--- src/sv/pmpd_pkg.sv ---
// pmpd_pkg: shared types and constants for the PS/2 mouse packet decoder.
// Holds register map, status/flag masks and the packet command struct.
// No dependencies.
package pmpd_pkg;

    // Configuration port geometry
    localparam int PADDR_W = 4;
    localparam int PDATA_W = 32;

    // Register indexes (paddr[3:2])
    localparam logic [1:0] REG_SCREEN_WIDTH  = 2'd0;
    localparam logic [1:0] REG_SCREEN_HEIGHT = 2'd1;
    localparam logic [1:0] REG_PACKET_LENGTH = 2'd2;

    // Register widths and reset values
    localparam int SIZE_W = 13;
    localparam int LEN_W  = 3;
    localparam logic [SIZE_W-1:0] SCREEN_WIDTH_RST  = 13'd1280;
    localparam logic [SIZE_W-1:0] SCREEN_HEIGHT_RST = 13'd720;
    localparam logic [LEN_W-1:0]  PACKET_LENGTH_RST = 3'd3;
    localparam logic [LEN_W-1:0]  LEN_WHEEL         = 3'd4;

    // Controller status bits
    localparam logic [7:0] STATUS_OBF = 8'h01;
    localparam logic [7:0] STATUS_AUX = 8'h20;

    // First-byte flag bits
    localparam logic [7:0] FLAG_SYNC  = 8'h08;
    localparam logic [7:0] FLAG_XSIGN = 8'h10;
    localparam logic [7:0] FLAG_YSIGN = 8'h20;
    localparam logic [7:0] FLAG_XOVF  = 8'h40;
    localparam logic [7:0] FLAG_YOVF  = 8'h80;
    localparam logic [7:0] BTN_MASK   = 8'h07;

    // Fourth-byte fields
    localparam logic [7:0] WHEEL_MASK = 8'h0F;
    localparam logic [7:0] B3_MIDDLE  = 8'h10;

    // Cursor reset position (limited to the coordinate range where used)
    localparam int CUR_X_RST = 640;
    localparam int CUR_Y_RST = 360;

    // Completed packet, handed from the byte assembler to the cursor stage
    typedef struct packed {
        logic signed [8:0] dx;
        logic signed [8:0] dy;
        logic [2:0]        buttons;
        logic [3:0]        wheel;
        logic [15:0]       sync_count;
    } cmd_t;

    localparam int CMD_W = $bits(cmd_t);

endpackage

--- src/sv/ps2_mouse_packet_decoder_core.sv ---
// ps2_mouse_packet_decoder_core: top level of the PS/2 mouse packet decoder.
// Instantiates pmpd_front, pmpd_queue (x2) and pmpd_back; depends on pmpd_pkg.
//
// Takes one controller status/data byte per cycle (push while full is low).
// Bytes without both the output-full and auxiliary status bits are dropped;
// a first byte without the sync bit is dropped and counted. Completed 3- or
// 4-byte packets go through a two-entry command queue to the cursor stage,
// which moves and clamps the cursor and writes the result into a two-entry
// result queue read with pop/empty. Sustained rate is one byte per cycle while
// full is low; full rises only when both command entries are held because
// results are not being popped. Configuration registers (width 0x0, height
// 0x4, packet length 0x8) are written over the APB port; the user must write
// them only while the block is idle, as the block itself does not enforce it.
module ps2_mouse_packet_decoder_core #(
    parameter int COORD_BITS = 12
) (
    input  logic                           clk,
    input  logic                           rst_n,
    // Configuration port
    input  logic                           psel,
    input  logic                           penable,
    input  logic                           pwrite,
    input  logic [pmpd_pkg::PADDR_W-1:0]   paddr,
    input  logic [pmpd_pkg::PDATA_W-1:0]   pwdata,
    output logic [pmpd_pkg::PDATA_W-1:0]   prdata,
    output logic                           pready,
    // Byte input
    input  logic                           push,
    output logic                           full,
    input  logic [7:0]                     ctrl_status,
    input  logic [7:0]                     rx_byte,
    // Result output
    output logic                           empty,
    input  logic                           pop,
    output logic [COORD_BITS-1:0]          pos_x,
    output logic [COORD_BITS-1:0]          pos_y,
    output logic [2:0]                     button_bits,
    output logic signed [3:0]              wheel_step,
    output logic [15:0]                    sync_error_count
);
    import pmpd_pkg::*;

    localparam int RES_W = 2 * COORD_BITS + 3 + 4 + 16;

    logic [SIZE_W-1:0] screen_width_reg;
    logic [SIZE_W-1:0] screen_height_reg;
    logic [LEN_W-1:0]  packet_length_reg;
    logic              cfg_write;
    logic [1:0]        reg_index;

    logic              cmd_push, cmd_full, cmd_pop, cmd_empty;
    cmd_t              cmd_in, cmd_out;
    logic [CMD_W-1:0]  cmd_rdata;

    logic              res_push, res_full;
    logic [COORD_BITS-1:0] new_x, new_y;
    logic [2:0]        new_buttons;
    logic [3:0]        new_wheel;
    logic [15:0]       new_sync;
    logic [RES_W-1:0]  res_rdata;

    // Configuration registers
    assign pready    = 1'b1;
    assign reg_index = paddr[3:2];
    assign cfg_write = psel && penable && pwrite && pready;

    always_ff @(posedge clk or negedge rst_n)
    begin
        if (!rst_n)
        begin
            screen_width_reg  <= SCREEN_WIDTH_RST;
            screen_height_reg <= SCREEN_HEIGHT_RST;
            packet_length_reg <= PACKET_LENGTH_RST;
        end
        else if (cfg_write)
        begin
            if (reg_index == REG_SCREEN_WIDTH)
            begin
                screen_width_reg <= pwdata[SIZE_W-1:0];
            end
            if (reg_index == REG_SCREEN_HEIGHT)
            begin
                screen_height_reg <= pwdata[SIZE_W-1:0];
            end
            if (reg_index == REG_PACKET_LENGTH)
            begin
                packet_length_reg <= pwdata[LEN_W-1:0];
            end
        end
    end

    // Register readback
    always_comb
    begin
        unique case (reg_index)
            REG_SCREEN_WIDTH:  prdata = PDATA_W'(screen_width_reg);
            REG_SCREEN_HEIGHT: prdata = PDATA_W'(screen_height_reg);
            REG_PACKET_LENGTH: prdata = PDATA_W'(packet_length_reg);
            default:           prdata = '0;
        endcase
    end

    // Byte filter and packet assembly
    pmpd_front u_front (
        .clk           (clk),
        .rst_n         (rst_n),
        .push          (push),
        .full          (full),
        .ctrl_status   (ctrl_status),
        .rx_byte       (rx_byte),
        .packet_length (packet_length_reg),
        .cmd_full      (cmd_full),
        .cmd_push      (cmd_push),
        .cmd           (cmd_in)
    );

    // Command queue between assembler and cursor stage
    pmpd_queue #(
        .WIDTH (CMD_W)
    ) u_cmd_queue (
        .clk   (clk),
        .rst_n (rst_n),
        .push  (cmd_push),
        .wdata (cmd_in),
        .full  (cmd_full),
        .pop   (cmd_pop),
        .rdata (cmd_rdata),
        .empty (cmd_empty)
    );

    assign cmd_out = cmd_t'(cmd_rdata);

    // Cursor stage
    pmpd_back #(
        .COORD_BITS (COORD_BITS)
    ) u_back (
        .clk           (clk),
        .rst_n         (rst_n),
        .cmd_empty     (cmd_empty),
        .cmd_pop       (cmd_pop),
        .cmd           (cmd_out),
        .screen_width  (screen_width_reg),
        .screen_height (screen_height_reg),
        .res_full      (res_full),
        .res_push      (res_push),
        .new_x         (new_x),
        .new_y         (new_y),
        .buttons       (new_buttons),
        .wheel         (new_wheel),
        .sync_count    (new_sync)
    );

    // Result queue
    pmpd_queue #(
        .WIDTH (RES_W)
    ) u_res_queue (
        .clk   (clk),
        .rst_n (rst_n),
        .push  (res_push),
        .wdata ({new_x, new_y, new_buttons, new_wheel, new_sync}),
        .full  (res_full),
        .pop   (pop),
        .rdata (res_rdata),
        .empty (empty)
    );

    // Result fields
    assign pos_x            = res_rdata[RES_W-1 -: COORD_BITS];
    assign pos_y            = res_rdata[RES_W-COORD_BITS-1 -: COORD_BITS];
    assign button_bits      = res_rdata[22:20];
    assign wheel_step       = $signed(res_rdata[19:16]);
    assign sync_error_count = res_rdata[15:0];

endmodule

--- src/sv/pmpd_queue.sv ---
// pmpd_queue: two-entry item queue with registered storage.
// Used between the assembler and cursor stage, and on the result side.
// No package dependencies.
module pmpd_queue #(
    parameter int WIDTH = 8
) (
    input  logic             clk,
    input  logic             rst_n,
    input  logic             push,
    input  logic [WIDTH-1:0] wdata,
    output logic             full,
    input  logic             pop,
    output logic [WIDTH-1:0] rdata,
    output logic             empty
);

    logic [WIDTH-1:0] mem [2];
    logic             wr_ptr_reg, wr_ptr_next;
    logic             rd_ptr_reg, rd_ptr_next;
    logic [1:0]       count_reg, count_next;
    logic             do_push;
    logic             do_pop;

    // Status
    assign full    = (count_reg == 2'd2);
    assign empty   = (count_reg == 2'd0);
    assign do_push = push && !full;
    assign do_pop  = pop && !empty;
    assign rdata   = mem[rd_ptr_reg];

    // Pointer and count update
    always_comb
    begin
        wr_ptr_next = wr_ptr_reg ^ do_push;
        rd_ptr_next = rd_ptr_reg ^ do_pop;
        count_next  = count_reg;
        if (do_push && !do_pop)
        begin
            count_next = count_reg + 2'd1;
        end
        else if (do_pop && !do_push)
        begin
            count_next = count_reg - 2'd1;
        end
    end

    always_ff @(posedge clk or negedge rst_n)
    begin
        if (!rst_n)
        begin
            wr_ptr_reg <= 1'b0;
            rd_ptr_reg <= 1'b0;
            count_reg  <= 2'd0;
        end
        else
        begin
            wr_ptr_reg <= wr_ptr_next;
            rd_ptr_reg <= rd_ptr_next;
            count_reg  <= count_next;
        end
    end

    // Storage, no reset
    always_ff @(posedge clk)
    begin
        if (do_push)
        begin
            mem[wr_ptr_reg] <= wdata;
        end
    end

endmodule

--- src/sv/pmpd_front.sv ---
// pmpd_front: byte filter, sync check and packet assembler.
// Emits one cmd_t per completed packet. Depends on pmpd_pkg.
module pmpd_front (
    input  logic                           clk,
    input  logic                           rst_n,
    input  logic                           push,
    output logic                           full,
    input  logic [7:0]                     ctrl_status,
    input  logic [7:0]                     rx_byte,
    input  logic [pmpd_pkg::LEN_W-1:0]     packet_length,
    input  logic                           cmd_full,
    output logic                           cmd_push,
    output pmpd_pkg::cmd_t                 cmd
);
    import pmpd_pkg::*;

    logic [1:0]  slot_reg, slot_next;
    logic [15:0] sync_reg, sync_next;
    logic [7:0]  pkt_reg [3];

    logic        take;
    logic        len4;
    logic        bad_first;
    logic        store;
    logic [1:0]  last_slot;
    logic [7:0]  b0, b1, b2, b3;

    // Accept and classify
    assign full      = cmd_full;
    assign take      = push && !cmd_full && ((ctrl_status & STATUS_OBF) != 8'h00)
                       && ((ctrl_status & STATUS_AUX) != 8'h00);
    assign len4      = (packet_length == LEN_WHEEL);
    assign last_slot = len4 ? 2'd3 : 2'd2;
    assign bad_first = (slot_reg == 2'd0) && ((rx_byte & FLAG_SYNC) == 8'h00);
    assign store     = (slot_reg < last_slot);
    assign cmd_push  = take && !bad_first && !store;

    // Slot and sync counter
    always_comb
    begin
        slot_next = slot_reg;
        sync_next = sync_reg;
        if (take)
        begin
            if (bad_first)
            begin
                sync_next = sync_reg + 16'd1;
            end
            else if (store)
            begin
                slot_next = slot_reg + 2'd1;
            end
            else
            begin
                slot_next = 2'd0;
            end
        end
    end

    always_ff @(posedge clk or negedge rst_n)
    begin
        if (!rst_n)
        begin
            slot_reg <= 2'd0;
            sync_reg <= 16'd0;
        end
        else
        begin
            slot_reg <= slot_next;
            sync_reg <= sync_next;
        end
    end

    // Byte storage
    always_ff @(posedge clk)
    begin
        if (take && !bad_first && store)
        begin
            pkt_reg[slot_reg] <= rx_byte;
        end
    end

    // Packet gather: completion happens at slot 2 or slot 3
    assign b0 = pkt_reg[0];
    assign b1 = pkt_reg[1];
    assign b2 = (slot_reg == 2'd2) ? rx_byte : pkt_reg[2];
    assign b3 = (slot_reg == 2'd3) ? rx_byte : 8'h00;

    // Command build
    always_comb
    begin
        cmd.dx = ((b0 & FLAG_XOVF) != 8'h00) ? 9'sd0
                 : $signed({((b0 & FLAG_XSIGN) != 8'h00), b1});
        cmd.dy = ((b0 & FLAG_YOVF) != 8'h00) ? 9'sd0
                 : $signed({((b0 & FLAG_YSIGN) != 8'h00), b2});
        if (len4)
        begin
            cmd.buttons = {((b3 & B3_MIDDLE) != 8'h00), b0[1:0]};
            cmd.wheel   = 4'(b3 & WHEEL_MASK);
        end
        else
        begin
            cmd.buttons = 3'(b0 & BTN_MASK);
            cmd.wheel   = 4'd0;
        end
        cmd.sync_count = sync_reg;
    end

endmodule

--- src/sv/pmpd_back.sv ---
// pmpd_back: cursor stage; applies packet deltas and clamps to the screen.
// Consumes cmd_t from the command queue. Depends on pmpd_pkg.
module pmpd_back #(
    parameter int COORD_BITS = 12
) (
    input  logic                          clk,
    input  logic                          rst_n,
    input  logic                          cmd_empty,
    output logic                          cmd_pop,
    input  pmpd_pkg::cmd_t                cmd,
    input  logic [pmpd_pkg::SIZE_W-1:0]   screen_width,
    input  logic [pmpd_pkg::SIZE_W-1:0]   screen_height,
    input  logic                          res_full,
    output logic                          res_push,
    output logic [COORD_BITS-1:0]         new_x,
    output logic [COORD_BITS-1:0]         new_y,
    output logic [2:0]                    buttons,
    output logic [3:0]                    wheel,
    output logic [15:0]                   sync_count
);
    import pmpd_pkg::*;

    localparam int SUM_W       = COORD_BITS + 3;
    localparam int LIM_W       = (COORD_BITS > SIZE_W) ? COORD_BITS : SIZE_W;
    localparam int COORD_MAX_I = (1 << COORD_BITS) - 1;
    localparam logic [LIM_W-1:0] COORD_MAX_L = LIM_W'({COORD_BITS{1'b1}});
    localparam logic [COORD_BITS-1:0] X_RST =
        COORD_BITS'((CUR_X_RST < COORD_MAX_I) ? CUR_X_RST : COORD_MAX_I);
    localparam logic [COORD_BITS-1:0] Y_RST =
        COORD_BITS'((CUR_Y_RST < COORD_MAX_I) ? CUR_Y_RST : COORD_MAX_I);

    logic [COORD_BITS-1:0]   cur_x_reg, cur_x_next;
    logic [COORD_BITS-1:0]   cur_y_reg, cur_y_next;
    logic signed [SUM_W-1:0] sum_x, sum_y;

    // Largest coordinate for a screen size; zero size acts as one
    function automatic logic [COORD_BITS-1:0] axis_limit(input logic [SIZE_W-1:0] size);
        logic [LIM_W-1:0] lim;
        lim = LIM_W'(size);
        if (lim == '0)
        begin
            lim = LIM_W'(1);
        end
        lim = lim - LIM_W'(1);
        if (lim > COORD_MAX_L)
        begin
            lim = COORD_MAX_L;
        end
        return COORD_BITS'(lim);
    endfunction

    // Clamp a signed sum into [0, lim]
    function automatic logic [COORD_BITS-1:0] clamp_axis(input logic signed [SUM_W-1:0] v,
                                                        input logic [COORD_BITS-1:0] lim);
        logic signed [SUM_W-1:0] lim_s;
        lim_s = $signed({{(SUM_W-COORD_BITS){1'b0}}, lim});
        if (v < 0)
        begin
            return '0;
        end
        if (v > lim_s)
        begin
            return lim;
        end
        return COORD_BITS'(v);
    endfunction

    // Handshake: one packet per cycle while results can be stored
    assign cmd_pop  = !cmd_empty && !res_full;
    assign res_push = cmd_pop;

    // Delta application
    assign sum_x = $signed({{(SUM_W-COORD_BITS){1'b0}}, cur_x_reg}) + SUM_W'(cmd.dx);
    assign sum_y = $signed({{(SUM_W-COORD_BITS){1'b0}}, cur_y_reg}) - SUM_W'(cmd.dy);

    assign cur_x_next = clamp_axis(sum_x, axis_limit(screen_width));
    assign cur_y_next = clamp_axis(sum_y, axis_limit(screen_height));

    always_ff @(posedge clk or negedge rst_n)
    begin
        if (!rst_n)
        begin
            cur_x_reg <= X_RST;
            cur_y_reg <= Y_RST;
        end
        else if (cmd_pop)
        begin
            cur_x_reg <= cur_x_next;
            cur_y_reg <= cur_y_next;
        end
    end

    // Result item
    assign new_x      = cur_x_next;
    assign new_y      = cur_y_next;
    assign buttons    = cmd.buttons;
    assign wheel      = cmd.wheel;
    assign sync_count = cmd.sync_count;

endmodule

--- config.mk ---
export PLATFORM = sky130hd
export DESIGN_NAME = ps2_mouse_packet_decoder_core
export DESIGN_NICKNAME = d
export VERILOG_FILES = /design/src/sv/pmpd_pkg.sv /design/src/sv/ps2_mouse_packet_decoder_core.sv /design/src/sv/pmpd_queue.sv /design/src/sv/pmpd_front.sv /design/src/sv/pmpd_back.sv
export SDC_FILE = /design/constraint.sdc
export NUM_CORES = 1
export LEC_CHECK = 0
export BUFFER_PORTS_ARGS = -buffer_cell sky130_fd_sc_hd__buf_4
export CAP_MARGIN = 0
export CORE_MARGIN = 1.5
export CORE_UTILIZATION = 40
export DETAILED_ROUTE_END_ITERATION = 6
export PLACE_DENSITY = 0.59
export SLEW_MARGIN = 20
export SYNTH_ARGS = -nofsm -noshare
export SYNTH_HDL_FRONTEND = slang
export SYNTH_SLANG_ARGS = --single-unit
--- constraint.sdc ---
create_clock -name clk -period 15 [get_ports clk]
set_input_delay 2.25 -clock clk [delete_from_list [all_inputs] [get_ports clk]]
set_output_delay 2.25 -clock clk [all_outputs]
set_load 0.005 [all_outputs]
-- Word level (Yosys, flattened, before mapping)
Memory sizes are Yosys's and may differ from the RTL's.
Index checks and enable logic that the tools add are counted.
- reductions and logical operators: 42
- multiplexer cells: 36
- add/sub/neg operators: 10
- equal/unequal tests: 7
- magnitude comparators: 7
- bitwise gates (word level): 5
- operators by type and width (kind ; number):
    $mux W12 ; 10
    $pmux W13 S3 ; 1
    $gt A14 B13 Y1 ; 2
    $lt A14 B1 Y1 const B ; 2
    $gt A13 B12 Y1 const B ; 2
    $logic_not A13 Y1 ; 2
    $mux W13 ; 2
    $sub A13 B1 Y13 const B ; 2
    $logic_and A1 B1 Y1 ; 18
    $mux W9 ; 2
    $add A16 B1 Y16 const B ; 1
    $add A13 B9 Y14 ; 1
    $sub A13 B9 Y14 ; 1
    $mux W1 ; 13
    $eq A2 B2 Y1 const B ; 5
    $logic_not A1 Y1 ; 10
    $mux W2 ; 5
    $reduce_and A2 Y1 ; 5
    $logic_not A2 Y1 ; 4
    $logic_not A8 Y1 ; 1
    $mux W8 ; 1
    $mux W7 ; 1
    $add A2 B1 Y2 const B ; 3
    $mux W5 ; 1
    other kinds (7) ; 12
- bits in registers: 79
- RAM bits: 200
- memories kept: 3
- memory list (memory ; depth ; bits a word ; read ports ; clocked after Yosys merged registers in ; wr ports ; RTL line ; text):
    u_res_queue.mem ; 2 ; 47 ; 1 ; 0 ; 1 ; pmpd_queue.sv:17 ; logic [WIDTH-1:0] mem [2];
    u_cmd_queue.mem ; 2 ; 41 ; 1 ; 0 ; 1 ; pmpd_queue.sv:17 ;
    u_front.pkt_reg ; 3 ; 8 ; 3 ; 0 ; 1 ; pmpd_front.sv:19 ; logic [7:0] pkt_reg [3];

-- Logic depth before layout (Yosys ltp)
- depth in word-level cells: 12
- gate-level depth with buffers: 23

-- Hierarchy
Synthesis repeated with hierarchy kept, for this count alone.
- cells, all modules: 1107
- area, all modules: 14463.9 um^2
- by module, submodules not included (module ; area an instance (um^2) ; cells each ; instances ; seq. area each (um^2)):
    pmpd_back ; 3987.6 ; 525 ; 1 ; 608.1
    pmpd_queue at u_res_queue ; 3676.0 ; 164 ; 1 ; 2922.8
    pmpd_queue at u_cmd_queue ; 3367.0 ; 146 ; 1 ; 2562.5
    pmpd_front ; 1905.6 ; 152 ; 1 ; 1141.1
    ps2_mouse_packet_decoder_core ; 1527.7 ; 120 ; 1 ; 735.7

-- Least setup slack after synthesis
No wires, ideal clock.
- path type: in2out
- start: input port paddr[2] (netlist bit)
- end: output port prdata[12] (netlist bit)
- arrival time: 3.197 ns
- stages: 4
- path slack: 9.553 ns
- path through: clkbuf_1 -> buf_1 -> mux2i_1 -> nor2_1
- longest elaborated chain between the ends: 2
- elaborated cells on any way between the ends: 4
- classes of those cells: eq/ne (2); mux (1); reduce/logical (1)
- ends and longest elaborated chain (element ; RTL line ; text):
    from (decl) ; ps2_mouse_packet_decoder_core.sv:23 ; input logic [pmpd_pkg::PADDR_W-1:0] paddr,
    $eq A2 B2 Y1 (tied with other cells) ; ps2_mouse_packet_decoder_core.sv:95 ; unique case (reg_index)
    $pmux W13 S3 (*) ; ps2_mouse_packet_decoder_core.sv:95 ;
    to (decl) ; ps2_mouse_packet_decoder_core.sv:25 ; output logic [pmpd_pkg::PDATA_W-1:0] prdata,
Every way passes the cells marked *; elsewhere a longest branch is shown, timed or not.

-- Worst setup path in the final report
- start: register screen_height_reg[10]
- end: memory u_res_queue.mem[0][30] (netlist bit), data pin
- longest elaborated chain between the ends: 10
- elaborated cells on any way between the ends: 11
- classes of those cells: add/sub (1); order compare (2); mux (7); reduce/logical (1)
- ends and longest elaborated chain (element ; RTL line ; text):
    from (decl) ; ps2_mouse_packet_decoder_core.sv:46 ; logic [SIZE_W-1:0] screen_height_reg;
    from (signal assigned) ; ps2_mouse_packet_decoder_core.sv:83 ; screen_height_reg <= pwdata[SIZE_W-1:0];
    $logic_not A13 Y1 ; pmpd_back.sv:40 ; if (lim == '0)
    $mux W13 (*) ; pmpd_back.sv:40 ;
    $sub A13 B1 Y13 (*) ; pmpd_back.sv:44 ; lim = lim - LIM_W'(1);
    $gt A13 B12 Y1 ; pmpd_back.sv:45 ; if (lim > COORD_MAX_L)
    $mux W12 (*) ; pmpd_back.sv:45 ;
    $gt A14 B13 Y1 ; pmpd_back.sv:61 ; if (v > lim_s)
    $mux W1 (2 in a row) ; pmpd_back.sv:61 ;
    $mux W12 (*) ; pmpd_back.sv:65 ; return COORD_BITS'(v);
    $mux W12 (*) ; pmpd_back.sv:61 ;
    named net new_y[7] ; ps2_mouse_packet_decoder_core.sv:56 ; logic [COORD_BITS-1:0] new_x, new_y;
    to (decl) ; pmpd_queue.sv:17 ;
Mark *: on every way through the listed nets, which the timed path passes. The rest lies on a longest branch. The select of a mux whose other input is x is not followed.

==> summary.md <==
| Metric | Value |
|---|---|
| Result of the run | `finished, final reports clean` |
| GPL Wtd Cong | `0.8562` |
| Total number of placement rows | `68` |
| Type of the worst min-delay path | `register to register` |
| Hold Fails Final Rpt | `0` |
| Final period util | `0.4143` |
| Largest buffer count on any clock path | `3` |
| Residual DRC count | `0` |
| Max Transition Viols Final | `0` |
| Psw | `1.338 mW` |
| Vertical die dimension | `191.5 um` |
| Core Box Area | `34800 um^2` |
| Share of synthesized registers carrying an async set or reset | `0.2842` |
| Fraction of power spent switching nets | `0.3709` |
| Post-synthesis sequential area ratio | `0.5605` |
| Clock-pin slew on the worst setup and hold paths | `60 ps` |
| Maximum number of pins on one net before global-route repair | `66` |
| Number of hold-repair buffers added at the cts stage | `0` |
| Avg Vias per Cell | `5.172` |
| Total setup buffers inserted after CTS | `0` |
| Effective utilization at floorplan | `0.4086` |
| Via total after detailed routing | `8679` |
| Transition time at the pin with the least slew margin | `1105 ps` |
| Initial drt markers | `470` |
| Overflow left after global routing | `0` |
| Arrival time of data at the critical path endpoint | `6490 ps` |
| Flops & latches, synth | `278` |
| # fillers | `3156` |
| Worst clock skew on the final layout | `21.26 ps` |
| Clock latency on the worst-skew pair | `570 ps` |
| Final non-filler cell total | `1678` |
| Critical Setup Path Class | `register to register` |
| Post-synth top area share | `0.4202` |
| Timing-limited maximum frequency | `0.1609 GHz` |
| Max_cap viols | `0` |
| Number of enable flip-flop cells after synthesis | `199` |
| Area overhead of the layout relative to synthesis | `14.38%` |
| Post-synthesis cell type with the largest combined area | `sky130_fd_sc_hd__edfxtp_1` |
| I/O pin total | `141` |
| Kind of launch point of the worst setup path | `register` |
| Largest driver fanout on the critical path | `17` |
| Level count of the clock H-tree | `1` |
| Fraction of layout instances using a drive strength above 1 | `0.2469` |
| Post-Place Worst Slack | `8798 ps` |
| Global-route wire length before repair | `46150 um` |
| Synthesized area divided by synthesized cell count | `12.78 um^2` |
| Die X-Extent | `191.5 um` |
| TritonCTS clock tree | `done` |
| Post-synthesis instance area | `14220 um^2` |
| Primary FF master, synth | `sky130_fd_sc_hd__edfxtp_1` |
| Floorplan die area | `36690 um^2` |
| Power per standard cell area | `221.9 nW/um^2` |
| Aggregate global-route resource usage | `0.1593` |
| Required time of the critical path | `15270 ps` |
| Antenna violations before repair | `0` |
| Number of iterations in the first detailed-routing pass | `5` |
| Finish-stage setup viols | `0` |
| Unrepaired setup endpoints after global routing | `no` |
| Final net count | `1325` |
| Post-detail-place hpwl | `20110 um` |
| Clock share of power | `0.190` |
| Largest register FFs | `94` |
| Final sum of negative setup slack | `0 ps` |
| TritonCTS sink count | `278` |
| Wirelength per Cell | `17.14 um` |
| Post-route setup slack | `8785 ps` |
| Antenna diode count | `0` |
| P_int | `2.270 mW` |
| Shortest clock period the worst path allows after layout | `6215 ps` |
| Maximum VDD drop | `0.0001290 V` |
| Total leakage power | `6.462 nW` |
| Buffers added on ports | `93` |
| Number of gates resized after CTS | `0` |
| Synthesized instance count | `1113` |
| Main area contributors after synthesis | `sky130_fd_sc_hd__edfxtp_1 42%, sky130_fd_sc_hd__dfrtp_1 11%, sky130_fd_sc_hd__mux2_2 8.7%` |
| Cell Count Post-Placement | `1622` |
| Headroom to the max-slew limit | `0.2578` |
| Post-detailed-route count of antenna-violating nets | `0` |
| Via count of the first global-routing pass | `8647` |
| Yosys Warn Count | `0` |
| Total power draw | `3.609 mW` |
| Number of buffers created by CTS | `30` |
| Clock root buffer | `sky130_fd_sc_hd__clkbuf_16` |
| Core Util, Final | `0.4674` |
| Total detailed-routing wirelength | `28760 um` |
| Critical Path Sink Type | `register` |
| Combinational share of power | `0.455` |
| Share of power burned in registers | `0.354` |
| Number of library cell types mapped by synthesis | `76` |
## synthesized netlist by cell type, types with 4 or more instances
library cell and count:
sky130_fd_sc_hd__a211oi_1 7, sky130_fd_sc_hd__a21o_1 14, sky130_fd_sc_hd__a21oi_1 22, sky130_fd_sc_hd__a31oi_1 4, sky130_fd_sc_hd__and2_1 16, sky130_fd_sc_hd__and3_1 13, sky130_fd_sc_hd__buf_1 5, sky130_fd_sc_hd__buf_2 8
sky130_fd_sc_hd__buf_4 22, sky130_fd_sc_hd__clkbuf_1 30, sky130_fd_sc_hd__dfrtp_1 65, sky130_fd_sc_hd__dfstp_2 14, sky130_fd_sc_hd__edfxtp_1 199, sky130_fd_sc_hd__ha_1 65, sky130_fd_sc_hd__inv_1 43, sky130_fd_sc_hd__mux2_2 110
sky130_fd_sc_hd__mux2i_1 46, sky130_fd_sc_hd__nand2_1 60, sky130_fd_sc_hd__nand2b_1 13, sky130_fd_sc_hd__nand3_1 13, sky130_fd_sc_hd__nand4_1 8, sky130_fd_sc_hd__nor2_1 72, sky130_fd_sc_hd__nor2b_1 23, sky130_fd_sc_hd__nor3_1 26
sky130_fd_sc_hd__nor3b_1 7, sky130_fd_sc_hd__nor4_1 5, sky130_fd_sc_hd__o211ai_1 8, sky130_fd_sc_hd__o21a_1 8, sky130_fd_sc_hd__o21ai_0 37, sky130_fd_sc_hd__o22ai_1 4, sky130_fd_sc_hd__o31ai_1 10, sky130_fd_sc_hd__o41ai_2 4
sky130_fd_sc_hd__or3_1 8, sky130_fd_sc_hd__or4_1 5, sky130_fd_sc_hd__xnor2_1 37, sky130_fd_sc_hd__xor2_1 15
## layout by cell type, fill, tap and decap left out, drive strengths merged, types with 4 or more instances in the layout
| cell | n |
|---|---|
| nand4 | 8 |
| nor4 | 8 |
| dfrtp | 65 |
| o21a | 8 |
| o22ai | 4 |
| nor2b | 23 |
| edfxtp | 199 |
| a211oi | 7 |
| nand2 | 60 |
| dfstp | 14 |
| nand3 | 13 |
| ha | 65 |
| conb | 20 |
| xnor2 | 39 |
| a31oi | 5 |
| mux2 | 110 |
| mux2i | 46 |
| a21o | 14 |
| o211ai | 8 |
| buf | 101 |
| nor2 | 72 |
| nand2b | 13 |
| a21oi | 22 |
| or4 | 7 |
| clkbuf | 43 |
| o31ai | 12 |
| o41ai | 6 |
| inv | 44 |
| nor3 | 26 |
| or3 | 10 |
| and3 | 13 |
| xor2 | 15 |
| o21ai | 38 |
| nor3b | 8 |
| and2 | 18 |
| clkinv | 11 |
## cells by family (layout without fill, tap and decap cells)
kind of cell	after synthesis	after routing	share of synthesized area
and+or+nand+nor	294	294	0.1100
DFF	278	278	0.5605
muxes	156	156	0.1195
AOI/OAI and AO/OA	154	154	0.07937
buffers and inverters	108	200	0.03502
adders and majority gates	67	67	0.06001
xor gates and xnor gates	54	54	0.03511
other	2	20	0.0005281
## through the flow
stage,hold slack [ps],cell area [um^2]
after CTS,431.9,16240
after global routing,448.3,16260
final,435.0,16260
after global placement,422.9,15310
after floorplan,421.5,14290
after detailed placement,431.6,15310
## path summary, 6_finish.rpt
| path | endpoint | startpoint | cells after the start | slack (ps) |
|---|---|---|---|---|
| setup / recovery | u_res_queue.mem[0][30] | screen_height_reg[10] | 18 | 8790 |
| hold / removal | u_cmd_queue.mem[1][20] | u_front.pkt_reg[0][0] | 0 | 430 |
| setup reg to reg | u_res_queue.mem[0][30] | screen_height_reg[10] | 18 | 8790 |
| hold reg to reg | u_cmd_queue.mem[1][20] | u_front.pkt_reg[0][0] | 0 | 430 |
| max in group asynchronous | u_cmd_queue.rd_ptr_reg | rst_n | 2 | 12230 |
| min in group asynchronous | screen_height_reg[11] | rst_n | 1 | 1550 |
## area by class of cell
class / instances / area, um^2 / area share
clock buffer: 43 / 840.8 / 0.05170
clock inverter: 13 / 85.08 / 0.005231
timing repair buffer: 101 / 758.2 / 0.04662
tap: 455 / 569.3 / 0.03500
inverter: 43 / 161.4 / 0.009924
multi-input combinational: 745 / 5874 / 0.3612
sequential: 278 / 7975 / 0.4903
## worst max-delay path: stages (launching register included)
cell,delay [ps]
sky130_fd_sc_hd__dfrtp_1,470
sky130_fd_sc_hd__or4_1,620
sky130_fd_sc_hd__nor3_1,360
sky130_fd_sc_hd__a21oi_1,270
sky130_fd_sc_hd__ha_1,280
sky130_fd_sc_hd__nor2b_1,290
sky130_fd_sc_hd__a22oi_1,100
sky130_fd_sc_hd__or4_1,420
sky130_fd_sc_hd__nor3_1,300
sky130_fd_sc_hd__a31oi_4,190
sky130_fd_sc_hd__nor3b_1,210
sky130_fd_sc_hd__ha_1,200
sky130_fd_sc_hd__a21o_1,150
sky130_fd_sc_hd__a21o_1,170
sky130_fd_sc_hd__a221o_1,350
sky130_fd_sc_hd__a221o_1,350
sky130_fd_sc_hd__a32oi_4,610
sky130_fd_sc_hd__nor2b_1,150
sky130_fd_sc_hd__nor3_1,450
## routing by layer
metal,GRT usage,part of all wire,vias to the layer above
met5,0,0,-
met4,0.05439,0.031,0
met3,0.02130,0.030,54
met2,0.2709,0.48,141
met1,0.2088,0.46,4237
li1,-,-,4247
## power groups by stage
stage	registers [mW]	clock network [mW]	logic (mW)
floorplan	1.21	0	1.21
global placement	1.29	0	1.63
detailed placement	1.30	0	1.65
CTS	1.28	0.705	1.66
global route	1.31	0.738	1.84
finish	1.28	0.687	1.64
Power figures use the tool's default switching activity.
